`config.mk`:
```
export PLATFORM = sky130hd
export DESIGN_NAME = binary_boundary_extract_3x3
export DESIGN_NICKNAME = d
export VERILOG_FILES = /design/src/bbe_pkg.sv /design/src/bbe_ram.sv /design/src/bbe_core.sv /design/src/bbe_fifo.sv /design/src/binary_boundary_extract_3x3.sv
export SDC_FILE = /design/constraint.sdc
export NUM_CORES = 2
export LEC_CHECK = 0
export ABC_CLOCK_PERIOD_IN_PS = 44200
export BUFFER_PORTS_ARGS = -buffer_cell sky130_fd_sc_hd__clkbuf_2
export CAP_MARGIN = 20
export CORE_MARGIN = 8
export CORE_UTILIZATION = 45
export DETAILED_ROUTE_END_ITERATION = 8
export PLACE_DENSITY_LB_ADDON = 0.2
export SYNTH_ARGS = -nofsm -noshare
export SYNTH_HDL_FRONTEND = slang
export SYNTH_SLANG_ARGS = --single-unit
```
`constraint.sdc`:
```
create_clock -name i_clk -period 44.2 [get_ports i_clk]
set_input_delay 11.05 -clock i_clk [delete_from_list [all_inputs] [get_ports i_clk]]
set_output_delay 11.05 -clock i_clk [all_outputs]
set_load 0.01 [all_outputs]
```
`src/bbe_pkg.sv`:
```
`timescale 1ns / 1ps
// ----------------------------------------------------------------------------
// bbe_pkg: shared types and constants for the 3x3 boundary extractor
// Field widths, register codes, reset values and the result record that
// travels from the window logic to the output queue.
// ----------------------------------------------------------------------------
package bbe_pkg;

    // Fixed field widths.
    localparam int FW_W       = 11;
    localparam int FH_W       = 13;
    localparam int ROW_OUT_W  = 12;
    localparam int COL_OUT_W  = 10;
    localparam int CFG_IDX_W  = 2;
    localparam int CFG_DATA_W = 13;

    // Defaults for the top-level parameters and the register reset values.
    localparam int DEF_MAX_WIDTH  = 1024;
    localparam int DEF_MAX_HEIGHT = 4096;
    localparam int FW_RESET       = 1024;
    localparam int FH_RESET       = 4096;

    // Register indexes.
    localparam logic [CFG_IDX_W-1:0] REG_FRAME_WIDTH  = 2'd0;
    localparam logic [CFG_IDX_W-1:0] REG_FRAME_HEIGHT = 2'd1;

    // Up to three results per pixel; the output queue must be a power of two.
    localparam int MAX_RES    = 3;
    localparam int RES_CNT_W  = 2;
    localparam int FIFO_DEPTH = 8;
    localparam int FIFO_PTR_W = $clog2(FIFO_DEPTH);
    localparam int FIFO_LVL_W = $clog2(FIFO_DEPTH + 1);

    typedef struct packed {
        logic [ROW_OUT_W-1:0] row;
        logic [COL_OUT_W-1:0] col;
        logic                 eroded;
        logic                 boundary;
        logic                 last;
    } t_result;

    // Results produced by one pixel, packed from item 0 upwards.
    typedef struct packed {
        logic [RES_CNT_W-1:0]       count;
        t_result [MAX_RES-1:0]      item;
    } t_res_group;

endpackage

```
`src/bbe_ram.sv`:
```
`timescale 1ns / 1ps
// ----------------------------------------------------------------------------
// bbe_ram: generic simple dual-port RAM
// One write port and one read port with a registered read data output.
// ----------------------------------------------------------------------------
module bbe_ram #(
    parameter int WIDTH = 2,
    parameter int DEPTH = 1024
) (
    input  logic                     i_clk,
    input  logic                     i_we,
    input  logic [$clog2(DEPTH)-1:0] i_waddr,
    input  logic [WIDTH-1:0]         i_wdata,
    input  logic                     i_re,
    input  logic [$clog2(DEPTH)-1:0] i_raddr,
    output logic [WIDTH-1:0]         o_rdata
);

    logic [WIDTH-1:0] r_mem [DEPTH];
    logic [WIDTH-1:0] r_rdata;

    // Write port.
    always_ff @(posedge i_clk) begin
        if (i_we) begin
            r_mem[i_waddr] <= i_wdata;
        end
    end

    // Registered read port; the data holds while no read is issued.
    always_ff @(posedge i_clk) begin
        if (i_re) begin
            r_rdata <= r_mem[i_raddr];
        end
    end

    assign o_rdata = r_rdata;

endmodule

```
`src/bbe_core.sv`:
```
`timescale 1ns / 1ps
// ----------------------------------------------------------------------------
// bbe_core: window and result logic
// Holds the two-column window, forms the 3x3 erosion and builds the group
// of up to three results for the pixel in the input register.
// ----------------------------------------------------------------------------
module bbe_core #(
    parameter int ROW_W = 12,
    parameter int COL_W = 10
) (
    input  logic                       i_clk,
    input  logic                       i_rst_n,
    input  logic                       i_clear,
    input  logic                       i_valid,
    input  logic [ROW_W-1:0]           i_row,
    input  logic [COL_W-1:0]           i_col,
    input  logic                       i_pix,
    input  logic [1:0]                 i_stored,
    input  logic [ROW_W-1:0]           i_hlast,
    input  logic [COL_W-1:0]           i_wlast,
    output bbe_pkg::t_res_group        o_grp,
    output logic [1:0]                 o_wr_data
);
    import bbe_pkg::*;

    logic [5:0]       r_win;
    logic [5:0]       n_win;
    logic [2:0]       cur;
    logic [2:0]       w1;
    logic [2:0]       w2;
    logic             mid;
    logic             top;
    logic             ero;
    logic [ROW_W-1:0] row_m1;
    logic [COL_W-1:0] col_m1;
    logic [2:0]       v;
    t_result          res [MAX_RES];

    function automatic logic [ROW_OUT_W-1:0] fmt_row(input logic [ROW_W-1:0] x);
        logic [31:0] t;
        t = 32'(x);
        return t[ROW_OUT_W-1:0];
    endfunction

    function automatic logic [COL_OUT_W-1:0] fmt_col(input logic [COL_W-1:0] x);
        logic [31:0] t;
        t = 32'(x);
        return t[COL_OUT_W-1:0];
    endfunction

    // Pixel columns: bit 0 is two rows up, bit 2 is the current row.
    assign mid = i_stored[0];
    assign top = i_stored[1];
    assign cur = {i_pix, mid, top};
    assign w1  = r_win[2:0];
    assign w2  = r_win[5:3];

    assign row_m1 = i_row - ROW_W'(1);
    assign col_m1 = i_col - COL_W'(1);

    // The centre pixel sits one row and one column back; it is interior
    // only when it is at least one pixel away from the top and left edges.
    assign ero = (i_row >= ROW_W'(2)) && (i_col >= COL_W'(2))
               && (&cur) && (&w1) && (&w2);

    // Which results this pixel releases.
    assign v[0] = i_valid && (i_row != '0) && (i_col != '0);
    assign v[1] = i_valid && (i_row != '0) && (i_col == i_wlast);
    assign v[2] = i_valid && (i_row == i_hlast);

    always_comb begin
        res[0].row      = fmt_row(row_m1);
        res[0].col      = fmt_col(col_m1);
        res[0].eroded   = ero;
        res[0].boundary = w1[1] & ~ero;
        res[0].last     = !v[1] && !v[2];

        res[1].row      = fmt_row(row_m1);
        res[1].col      = fmt_col(i_col);
        res[1].eroded   = 1'b0;
        res[1].boundary = mid;
        res[1].last     = !v[2];

        res[2].row      = fmt_row(i_row);
        res[2].col      = fmt_col(i_col);
        res[2].eroded   = 1'b0;
        res[2].boundary = i_pix;
        res[2].last     = 1'b1;
    end

    // Pack the released results into the lowest slots, in order.
    always_comb begin
        logic [RES_CNT_W-1:0] idx;
        idx        = '0;
        o_grp.item = '0;
        for (int k = 0; k < MAX_RES; k++) begin
            if (v[k]) begin
                o_grp.item[idx] = res[k];
                idx             = idx + RES_CNT_W'(1);
            end
        end
        o_grp.count = idx;
    end

    // Entry written back to the line store: the two most recent rows.
    assign o_wr_data = {mid, i_pix};

    // Window shifts by one column per pixel; a frame-register write empties it.
    assign n_win = {w1, cur};

    always_ff @(posedge i_clk) begin
        if (!i_rst_n || i_clear) begin
            r_win <= '0;
        end else if (i_valid) begin
            r_win <= n_win;
        end
    end

endmodule

```
`src/bbe_fifo.sv`:
```
`timescale 1ns / 1ps
// ----------------------------------------------------------------------------
// bbe_fifo: result queue
// Takes up to three results per cycle and hands them out one per
// transaction; its head entry drives the output ports.
// ----------------------------------------------------------------------------
module bbe_fifo (
    input  logic                           i_clk,
    input  logic                           i_rst_n,
    input  bbe_pkg::t_res_group            i_grp,
    input  logic                           i_pop,
    output bbe_pkg::t_result               o_head,
    output logic                           o_valid,
    output logic [bbe_pkg::FIFO_LVL_W-1:0] o_level
);
    import bbe_pkg::*;

    t_result               r_mem [FIFO_DEPTH];
    logic [FIFO_PTR_W-1:0] r_wr_ptr;
    logic [FIFO_PTR_W-1:0] r_rd_ptr;
    logic [FIFO_LVL_W-1:0] r_level;
    logic [FIFO_PTR_W-1:0] n_wr_ptr;
    logic [FIFO_PTR_W-1:0] n_rd_ptr;
    logic [FIFO_LVL_W-1:0] n_level;
    logic                  pop;

    assign o_valid = (r_level != '0);
    assign pop     = i_pop && o_valid;
    assign o_head  = r_mem[r_rd_ptr];
    assign o_level = r_level;

    // Pointer and fill-level update.
    always_comb begin
        n_wr_ptr = r_wr_ptr + FIFO_PTR_W'(i_grp.count);
        n_rd_ptr = r_rd_ptr + FIFO_PTR_W'(pop);
        n_level  = r_level + FIFO_LVL_W'(i_grp.count) - FIFO_LVL_W'(pop);
    end

    always_ff @(posedge i_clk) begin
        if (!i_rst_n) begin
            r_wr_ptr <= '0;
            r_rd_ptr <= '0;
            r_level  <= '0;
        end else begin
            r_wr_ptr <= n_wr_ptr;
            r_rd_ptr <= n_rd_ptr;
            r_level  <= n_level;
        end
    end

    // Storage: the packed group lands in consecutive slots.
    always_ff @(posedge i_clk) begin
        for (int k = 0; k < MAX_RES; k++) begin
            if (k < int'(i_grp.count)) begin
                r_mem[FIFO_PTR_W'(r_wr_ptr + FIFO_PTR_W'(k))] <= i_grp.item[k];
            end
        end
    end

endmodule

```
`src/binary_boundary_extract_3x3.sv`:
```
`timescale 1ns / 1ps
// ----------------------------------------------------------------------------
// binary_boundary_extract_3x3: streaming 3x3 erosion and boundary extraction
// Takes binary pixels in raster order and reports, for every pixel, its
// erosion and boundary together with its row and column.
//
//   Channel   Direction  Handshake                  Payload
//   pixel     in         i_valid / o_ready          i_pixel
//   result    out        o_valid / i_ready          o_out_row, o_out_col,
//                                                   o_eroded, o_boundary,
//                                                   o_last_of_run
//   config    in         i_cfg_valid / o_cfg_ready  i_cfg_index, i_cfg_data
//
// One pixel is accepted per cycle while o_ready is high. A pixel sits in the
// input register while its line store entry is read, and its results are
// then registered into the output queue, from whose head they are taken.
// Each pixel yields up to three results; o_ready drops when the eight-entry
// output queue could not hold a further three, so a stalled output side or
// long runs of line-end results pace the input. Reset is synchronous and
// clears counters, window and queue; the line store needs no clearing.
// ----------------------------------------------------------------------------
module binary_boundary_extract_3x3 #(
    parameter int MAX_WIDTH  = bbe_pkg::DEF_MAX_WIDTH,
    parameter int MAX_HEIGHT = bbe_pkg::DEF_MAX_HEIGHT
) (
    input  logic                             i_clk,
    input  logic                             i_rst_n,
    // Pixel input.
    input  logic                             i_valid,
    output logic                             o_ready,
    input  logic                             i_pixel,
    // Result output.
    output logic                             o_valid,
    input  logic                             i_ready,
    output logic [bbe_pkg::ROW_OUT_W-1:0]    o_out_row,
    output logic [bbe_pkg::COL_OUT_W-1:0]    o_out_col,
    output logic                             o_eroded,
    output logic                             o_boundary,
    output logic                             o_last_of_run,
    // Configuration writes.
    input  logic                             i_cfg_valid,
    output logic                             o_cfg_ready,
    input  logic [bbe_pkg::CFG_IDX_W-1:0]    i_cfg_index,
    input  logic [bbe_pkg::CFG_DATA_W-1:0]   i_cfg_data
);
    import bbe_pkg::*;

    localparam int COL_W = $clog2(MAX_WIDTH);
    localparam int ROW_W = $clog2(MAX_HEIGHT);

    // Clamp a register value to 1..MAX and return the last index.
    function automatic logic [COL_W-1:0] width_last(input logic [FW_W-1:0] fw);
        int v;
        v = int'(fw);
        if (v == 0) begin
            v = 1;
        end else if (v > MAX_WIDTH) begin
            v = MAX_WIDTH;
        end
        return COL_W'(v - 1);
    endfunction

    function automatic logic [ROW_W-1:0] height_last(input logic [FH_W-1:0] fh);
        int v;
        v = int'(fh);
        if (v == 0) begin
            v = 1;
        end else if (v > MAX_HEIGHT) begin
            v = MAX_HEIGHT;
        end
        return ROW_W'(v - 1);
    endfunction

    logic [COL_W-1:0]      r_wlast;
    logic [ROW_W-1:0]      r_hlast;
    logic [COL_W-1:0]      r_col;
    logic [ROW_W-1:0]      r_row;
    logic [COL_W-1:0]      n_col;
    logic [ROW_W-1:0]      n_row;
    logic                  r_s1_valid;
    logic [COL_W-1:0]      r_s1_col;
    logic [ROW_W-1:0]      r_s1_row;
    logic                  r_s1_pix;
    logic                  r_byp;
    logic [1:0]            r_byp_data;
    logic                  accept;
    logic                  cfg_wr;
    logic                  cfg_hit;
    logic [1:0]            ram_rdata;
    logic [1:0]            stored;
    logic [1:0]            wr_data;
    t_res_group            grp;
    t_result               head;
    logic [FIFO_LVL_W-1:0] level;

    // Configuration port is always open; valid indexes restart the frame.
    assign o_cfg_ready = 1'b1;
    assign cfg_wr      = i_cfg_valid;
    assign cfg_hit     = cfg_wr && ((i_cfg_index == REG_FRAME_WIDTH)
                                 || (i_cfg_index == REG_FRAME_HEIGHT));

    always_ff @(posedge i_clk) begin
        if (!i_rst_n) begin
            r_wlast <= width_last(FW_W'(FW_RESET));
            r_hlast <= height_last(FH_W'(FH_RESET));
        end else if (cfg_wr) begin
            case (i_cfg_index)
                REG_FRAME_WIDTH: begin
                    r_wlast <= width_last(i_cfg_data[FW_W-1:0]);
                end
                REG_FRAME_HEIGHT: begin
                    r_hlast <= height_last(i_cfg_data[FH_W-1:0]);
                end
                default: begin
                end
            endcase
        end
    end

    // Room for the pending group plus a full group from the next pixel.
    always_comb begin
        logic [FIFO_LVL_W:0] need;
        need    = (FIFO_LVL_W+1)'(level) + (FIFO_LVL_W+1)'(grp.count)
                + (FIFO_LVL_W+1)'(MAX_RES);
        o_ready = (need <= (FIFO_LVL_W+1)'(FIFO_DEPTH));
    end

    assign accept = i_valid && o_ready;

    // Raster position of the next pixel, wrapping at the end of the frame.
    always_comb begin
        n_col = r_col;
        n_row = r_row;
        if (r_col >= r_wlast) begin
            n_col = '0;
            n_row = (r_row >= r_hlast) ? '0 : r_row + ROW_W'(1);
        end else begin
            n_col = r_col + COL_W'(1);
        end
    end

    always_ff @(posedge i_clk) begin
        if (!i_rst_n || cfg_hit) begin
            r_col <= '0;
            r_row <= '0;
        end else if (accept) begin
            r_col <= n_col;
            r_row <= n_row;
        end
    end

    // Input register.
    always_ff @(posedge i_clk) begin
        if (!i_rst_n) begin
            r_s1_valid <= 1'b0;
        end else begin
            r_s1_valid <= accept;
        end
    end

    always_ff @(posedge i_clk) begin
        if (accept) begin
            r_s1_col <= r_col;
            r_s1_row <= r_row;
            r_s1_pix <= i_pixel;
        end
    end

    // A one-column frame reads the entry that is being written at the same
    // edge; the written value is forwarded in place of the stale read.
    always_ff @(posedge i_clk) begin
        if (!i_rst_n) begin
            r_byp <= 1'b0;
        end else if (accept) begin
            r_byp <= r_s1_valid && (r_s1_col == r_col);
        end
    end

    always_ff @(posedge i_clk) begin
        if (accept) begin
            r_byp_data <= wr_data;
        end
    end

    assign stored = r_byp ? r_byp_data : ram_rdata;

    // Line store: the two previous rows at each column.
    bbe_ram #(
        .WIDTH (2),
        .DEPTH (MAX_WIDTH)
    ) u_line_store (
        .i_clk   (i_clk),
        .i_we    (r_s1_valid),
        .i_waddr (r_s1_col),
        .i_wdata (wr_data),
        .i_re    (accept),
        .i_raddr (r_col),
        .o_rdata (ram_rdata)
    );

    // Window and result logic.
    bbe_core #(
        .ROW_W (ROW_W),
        .COL_W (COL_W)
    ) u_core (
        .i_clk     (i_clk),
        .i_rst_n   (i_rst_n),
        .i_clear   (cfg_hit),
        .i_valid   (r_s1_valid),
        .i_row     (r_s1_row),
        .i_col     (r_s1_col),
        .i_pix     (r_s1_pix),
        .i_stored  (stored),
        .i_hlast   (r_hlast),
        .i_wlast   (r_wlast),
        .o_grp     (grp),
        .o_wr_data (wr_data)
    );

    // Output queue.
    bbe_fifo u_fifo (
        .i_clk   (i_clk),
        .i_rst_n (i_rst_n),
        .i_grp   (grp),
        .i_pop   (i_ready),
        .o_head  (head),
        .o_valid (o_valid),
        .o_level (level)
    );

    assign o_out_row     = head.row;
    assign o_out_col     = head.col;
    assign o_eroded      = head.eroded;
    assign o_boundary    = head.boundary;
    assign o_last_of_run = head.last;

endmodule

```
==> results.py <==
metrics = {
    "outcome": {
        "status": "finished clean",
    },
    "power_and_ir_drop": {
        "p_per_area_nw_per_um2": 49.5,
        "ir_drop_mv": 0.0491,
        "power.leakage_uw": 0.0342,
    },
    "clock_network": {
        "cts_setup_buffers": 0,
        "clock-sinks": 2337,
        "root_buffer": "clkbuf_16",
        "post_cts_resized": 0,
        "clkTransAtPathRegs_ns": 0.06,
        "cts_buffer_depth": 3,
        "htree_levels": 4,
        "cts_tree": "built",
        "cts_buffers": 235,
        "clock_latency_ns": 0.89,
        "cts_hold_buffers": 0,
    },
    "worst_hold_path": {
        "hp-class": "reg2reg",
        "whs_endpoint": "u_core.r_win[0]$_SDFFE_PP0P_",
        "whs_path_depth": 2,
        "min_from": "u_core.r_win[0]$_SDFFE_PP0P_",
    },
    "timing": {
        "max_freq_ghz": 0.0569,
        "drv_slew": 0,
        "grt_setup_unrepaired": "false",
        "period_needed_ns": 17.57,
        "final.setup.tns_ns": 0,
        "setup_viol": 0,
        "post-route-period-util_pct": 39.7,
        "tightest_slew_ns": 1.25,
        "clock_skew_ns": 0.0663,
        "slew-limit-headroom_pct": 15.4,
        "final_hold_viol_count": 0,
    },
    "synthesis": {
        "synthMuxAreaShare_pct": 13.5,
        "synthDominantCellAreaShare_pct": 68.3,
        "synth_top_area_cell": "edfxtp_1",
        "synth_top_family_by_area": "multiplexers",
        "synth_most_common_cell": "edfxtp_1",
        "synth_area_um2": 100000,
        "synthTopCellsByArea": "edfxtp_1 (68%), mux4_2 (11%), nor2_1 (4.3%), mux2i_1 (2.1%), nand2_1 (1.3%)",
        "synth_compound_area_share_pct": 5.65,
        "synth.top_cells.by_count": "edfxtp_1 (2,275), nor2_1 (1,159), mux4_2 (487)",
        "synth-simple-area-share_pct": 7.63,
        "synthCells": 6384,
        "synth_warnings": 0,
        "synth_flop_cell": "edfxtp_1",
        "synthAdderAreaFrac_pct": 0.693,
        "synth_nets": 6458,
        "async_reset_ff_share_pct": 0,
        "synth-seq-cells": 2337,
        "synth_edf_count": 2275,
        "synth.distinct_cells": 86,
        "yosys.area_share.xor_xnor_pct": 0.558,
        "avgSynthCellArea_um2": 15.7,
        "yosysSeqAreaShare_pct": 69.5,
    },
    "drt": {
        "antenna_left": 0,
        "vias": 60100,
        "drt_iter0_drc": 8646,
        "drc": 0,
        "vias_per_cell": 6.30,
        "wl_per_cell_um": 32.5,
        "firstDrtPassIters": 6,
        "totalWireLength_um": 310000,
    },
    "floorplan": {
        "fp.coreArea_um2": 222000,
        "die_area_um2": 238000,
        "num_rows": 173,
        "die_y_um": 488,
        "initial_core_util_pct": 45.1,
        "dieWidth_um": 488,
        "pin_count": 49,
    },
    "grt": {
        "grt_max_degree": 227,
        "antenna_found_initial": 13,
        "grt-ovfl-total": 0,
        "track_usage_pct": 25.5,
        "grt_pass1_vias": 59700,
        "grt_first_pass_wirelength_um": 439000,
    },
    "setup_path": {
        "worstRegToRegCells": 25,
        "critPathLaunchType": "flop",
        "r2r-end": "r_col[8]$_SDFFE_PP0P_",
        "crit_fanout": 15,
        "critical_path_class": "reg2out",
        "crit_required_ns": 33.15,
        "cp.arrival_ns": 6.52,
        "crit_path_end_kind": "output pin",
        "crit-reg2reg-launch": "r_s1_col[0]$_DFFE_PP_",
        "regToRegSetupSlack_ns": 36.85,
    },
    "final_layout": {
        "finalNonFillerCells": 9539,
        "fin_nets": 6435,
        "final_area_um2": 112000,
        "drive_gt1_share_pct": 18.6,
        "area_growth_pct": 11.5,
        "n_fill_cell": 18500,
    },
    "placed_design": {
        "dp_cells": 9091,
        "placed_area_um2": 104000,
        "gp_congestion": 0.915,
        "dp_hpwl_um": 178000,
        "io_buffers": 47,
    },
    "job": {
        "max-cap-violations": 0,
    },
}
[sequential cells by signal, summed over array words and instances (netlist names), 10 cells and up]
name	count
r_s1_col	10
r_wlast	10
r_col	10
r_hlast	12
r_row	12
u_fifo.r_mem	200
u_line_store.r_mem	2048
r_s1_row	12
[critical path, stage by stage (launching register included)]
cell and delay [ns]:
edfxtp_1 0.65, inv_1 0.28, ha_1 0.49, or4b_2 0.70, and3b_1 0.29, nor2_2 0.11, clkinv_1 0.22, ha_1 0.24
inv_1 0.11, mux2i_4 0.47, ha_1 0.34, inv_1 0.12, ha_1 0.19, inv_1 0.06, fa_1 0.50, nand3b_1 0.10
a221oi_1 0.29, nor2_1 0.08, a21oi_1 0.20, clkbuf_2 0.17
[cells in the final DEF (no fill, tap or decap), types with 52 or more instances in the layout]
cell	n
a22o_1	77
clkinv_1	65
clkbuf_16	238
nand3_1	61
edfxtp_1	2275
a21oi_1	98
mux2i_1	207
a22oi_1	147
buf_4	173
nor2_1	1156
dfxtp_1	52
o21ai_0	131
nand2_1	324
mux4_2	487
[area by class of cell]
| type | instances | area [µm²] | share of cell area (%) |
|---|---|---|---|
| Sequential cell | 2337 | 69600 | 62.4 |
| Clock inverter | 159 | 1670 | 1.50 |
| Inverter | 62 | 241 | 0.217 |
| Clock buffer | 274 | 6090 | 5.46 |
| Timing Repair Buffer | 240 | 1910 | 1.72 |
| Tap cell | 2975 | 3720 | 3.34 |
| Multi-Input combinational cell | 3485 | 28300 | 25.4 |
| Antenna cell | 7 | 17.5 | 0.0157 |
[per-stage QoR]
stage          hold slack [ns]  util (%)  power [µW]  setup WS, ns
6_report                 0.496      50.3        5520         26.63
5_1_grt                  0.519      50.3        5680         26.19
4_1_cts                  0.497      50.3        5540         26.59
3_5_place_dp             0.488      46.8        3540         27.57
3_3_place_gp             0.478      46.7        3530         27.63
2_1_floorplan            0.429         -        3390         28.84
[cells by family after synthesis]
logic type / Yosys count
flip-flops: 2337
AND/OR/NAND/NOR: 1827
AO/OA/AOI/OAI: 809
multiplexers: 733
buffers and inverters: 562
XOR/XNOR: 62
adder cells (fa/ha/maj): 53
other: 1
[power by group]
group	switching, µW	internal [µW]
Combinational	553	312
Clock	860	1160
Sequential	35.3	2600
[how the worst max path moves through the flow]
stage | startpoint | to | slack, ns | cells past startpoint
floorplan | r_s1_col[0]$_DFFE_PP_ | o_ready | 28.84 | 18
global placement | r_s1_col[1]$_DFFE_PP_ | o_ready | 27.63 | 19
detailed placement | r_s1_col[0]$_DFFE_PP_ | o_ready | 27.57 | 19
CTS | r_s1_col[0]$_DFFE_PP_ | o_ready | 26.59 | 19
global route | r_s1_col[0]$_DFFE_PP_ | o_ready | 26.19 | 19
finish | r_s1_col[0]$_DFFE_PP_ | o_ready | 26.63 | 19
[per-layer routing]
metal / vias to the layer above / track usage, % / wire length (µm)
met5: - / 0 / 92
met4: 9 / 10.7 / 14500
met3: 728 / 4.95 / 28600
met2: 3272 / 41.2 / 147000
met1: 31300 / 34.2 / 120000
li1: 24800 / - / -
Note: power is estimated with default switching activity, not from simulation.
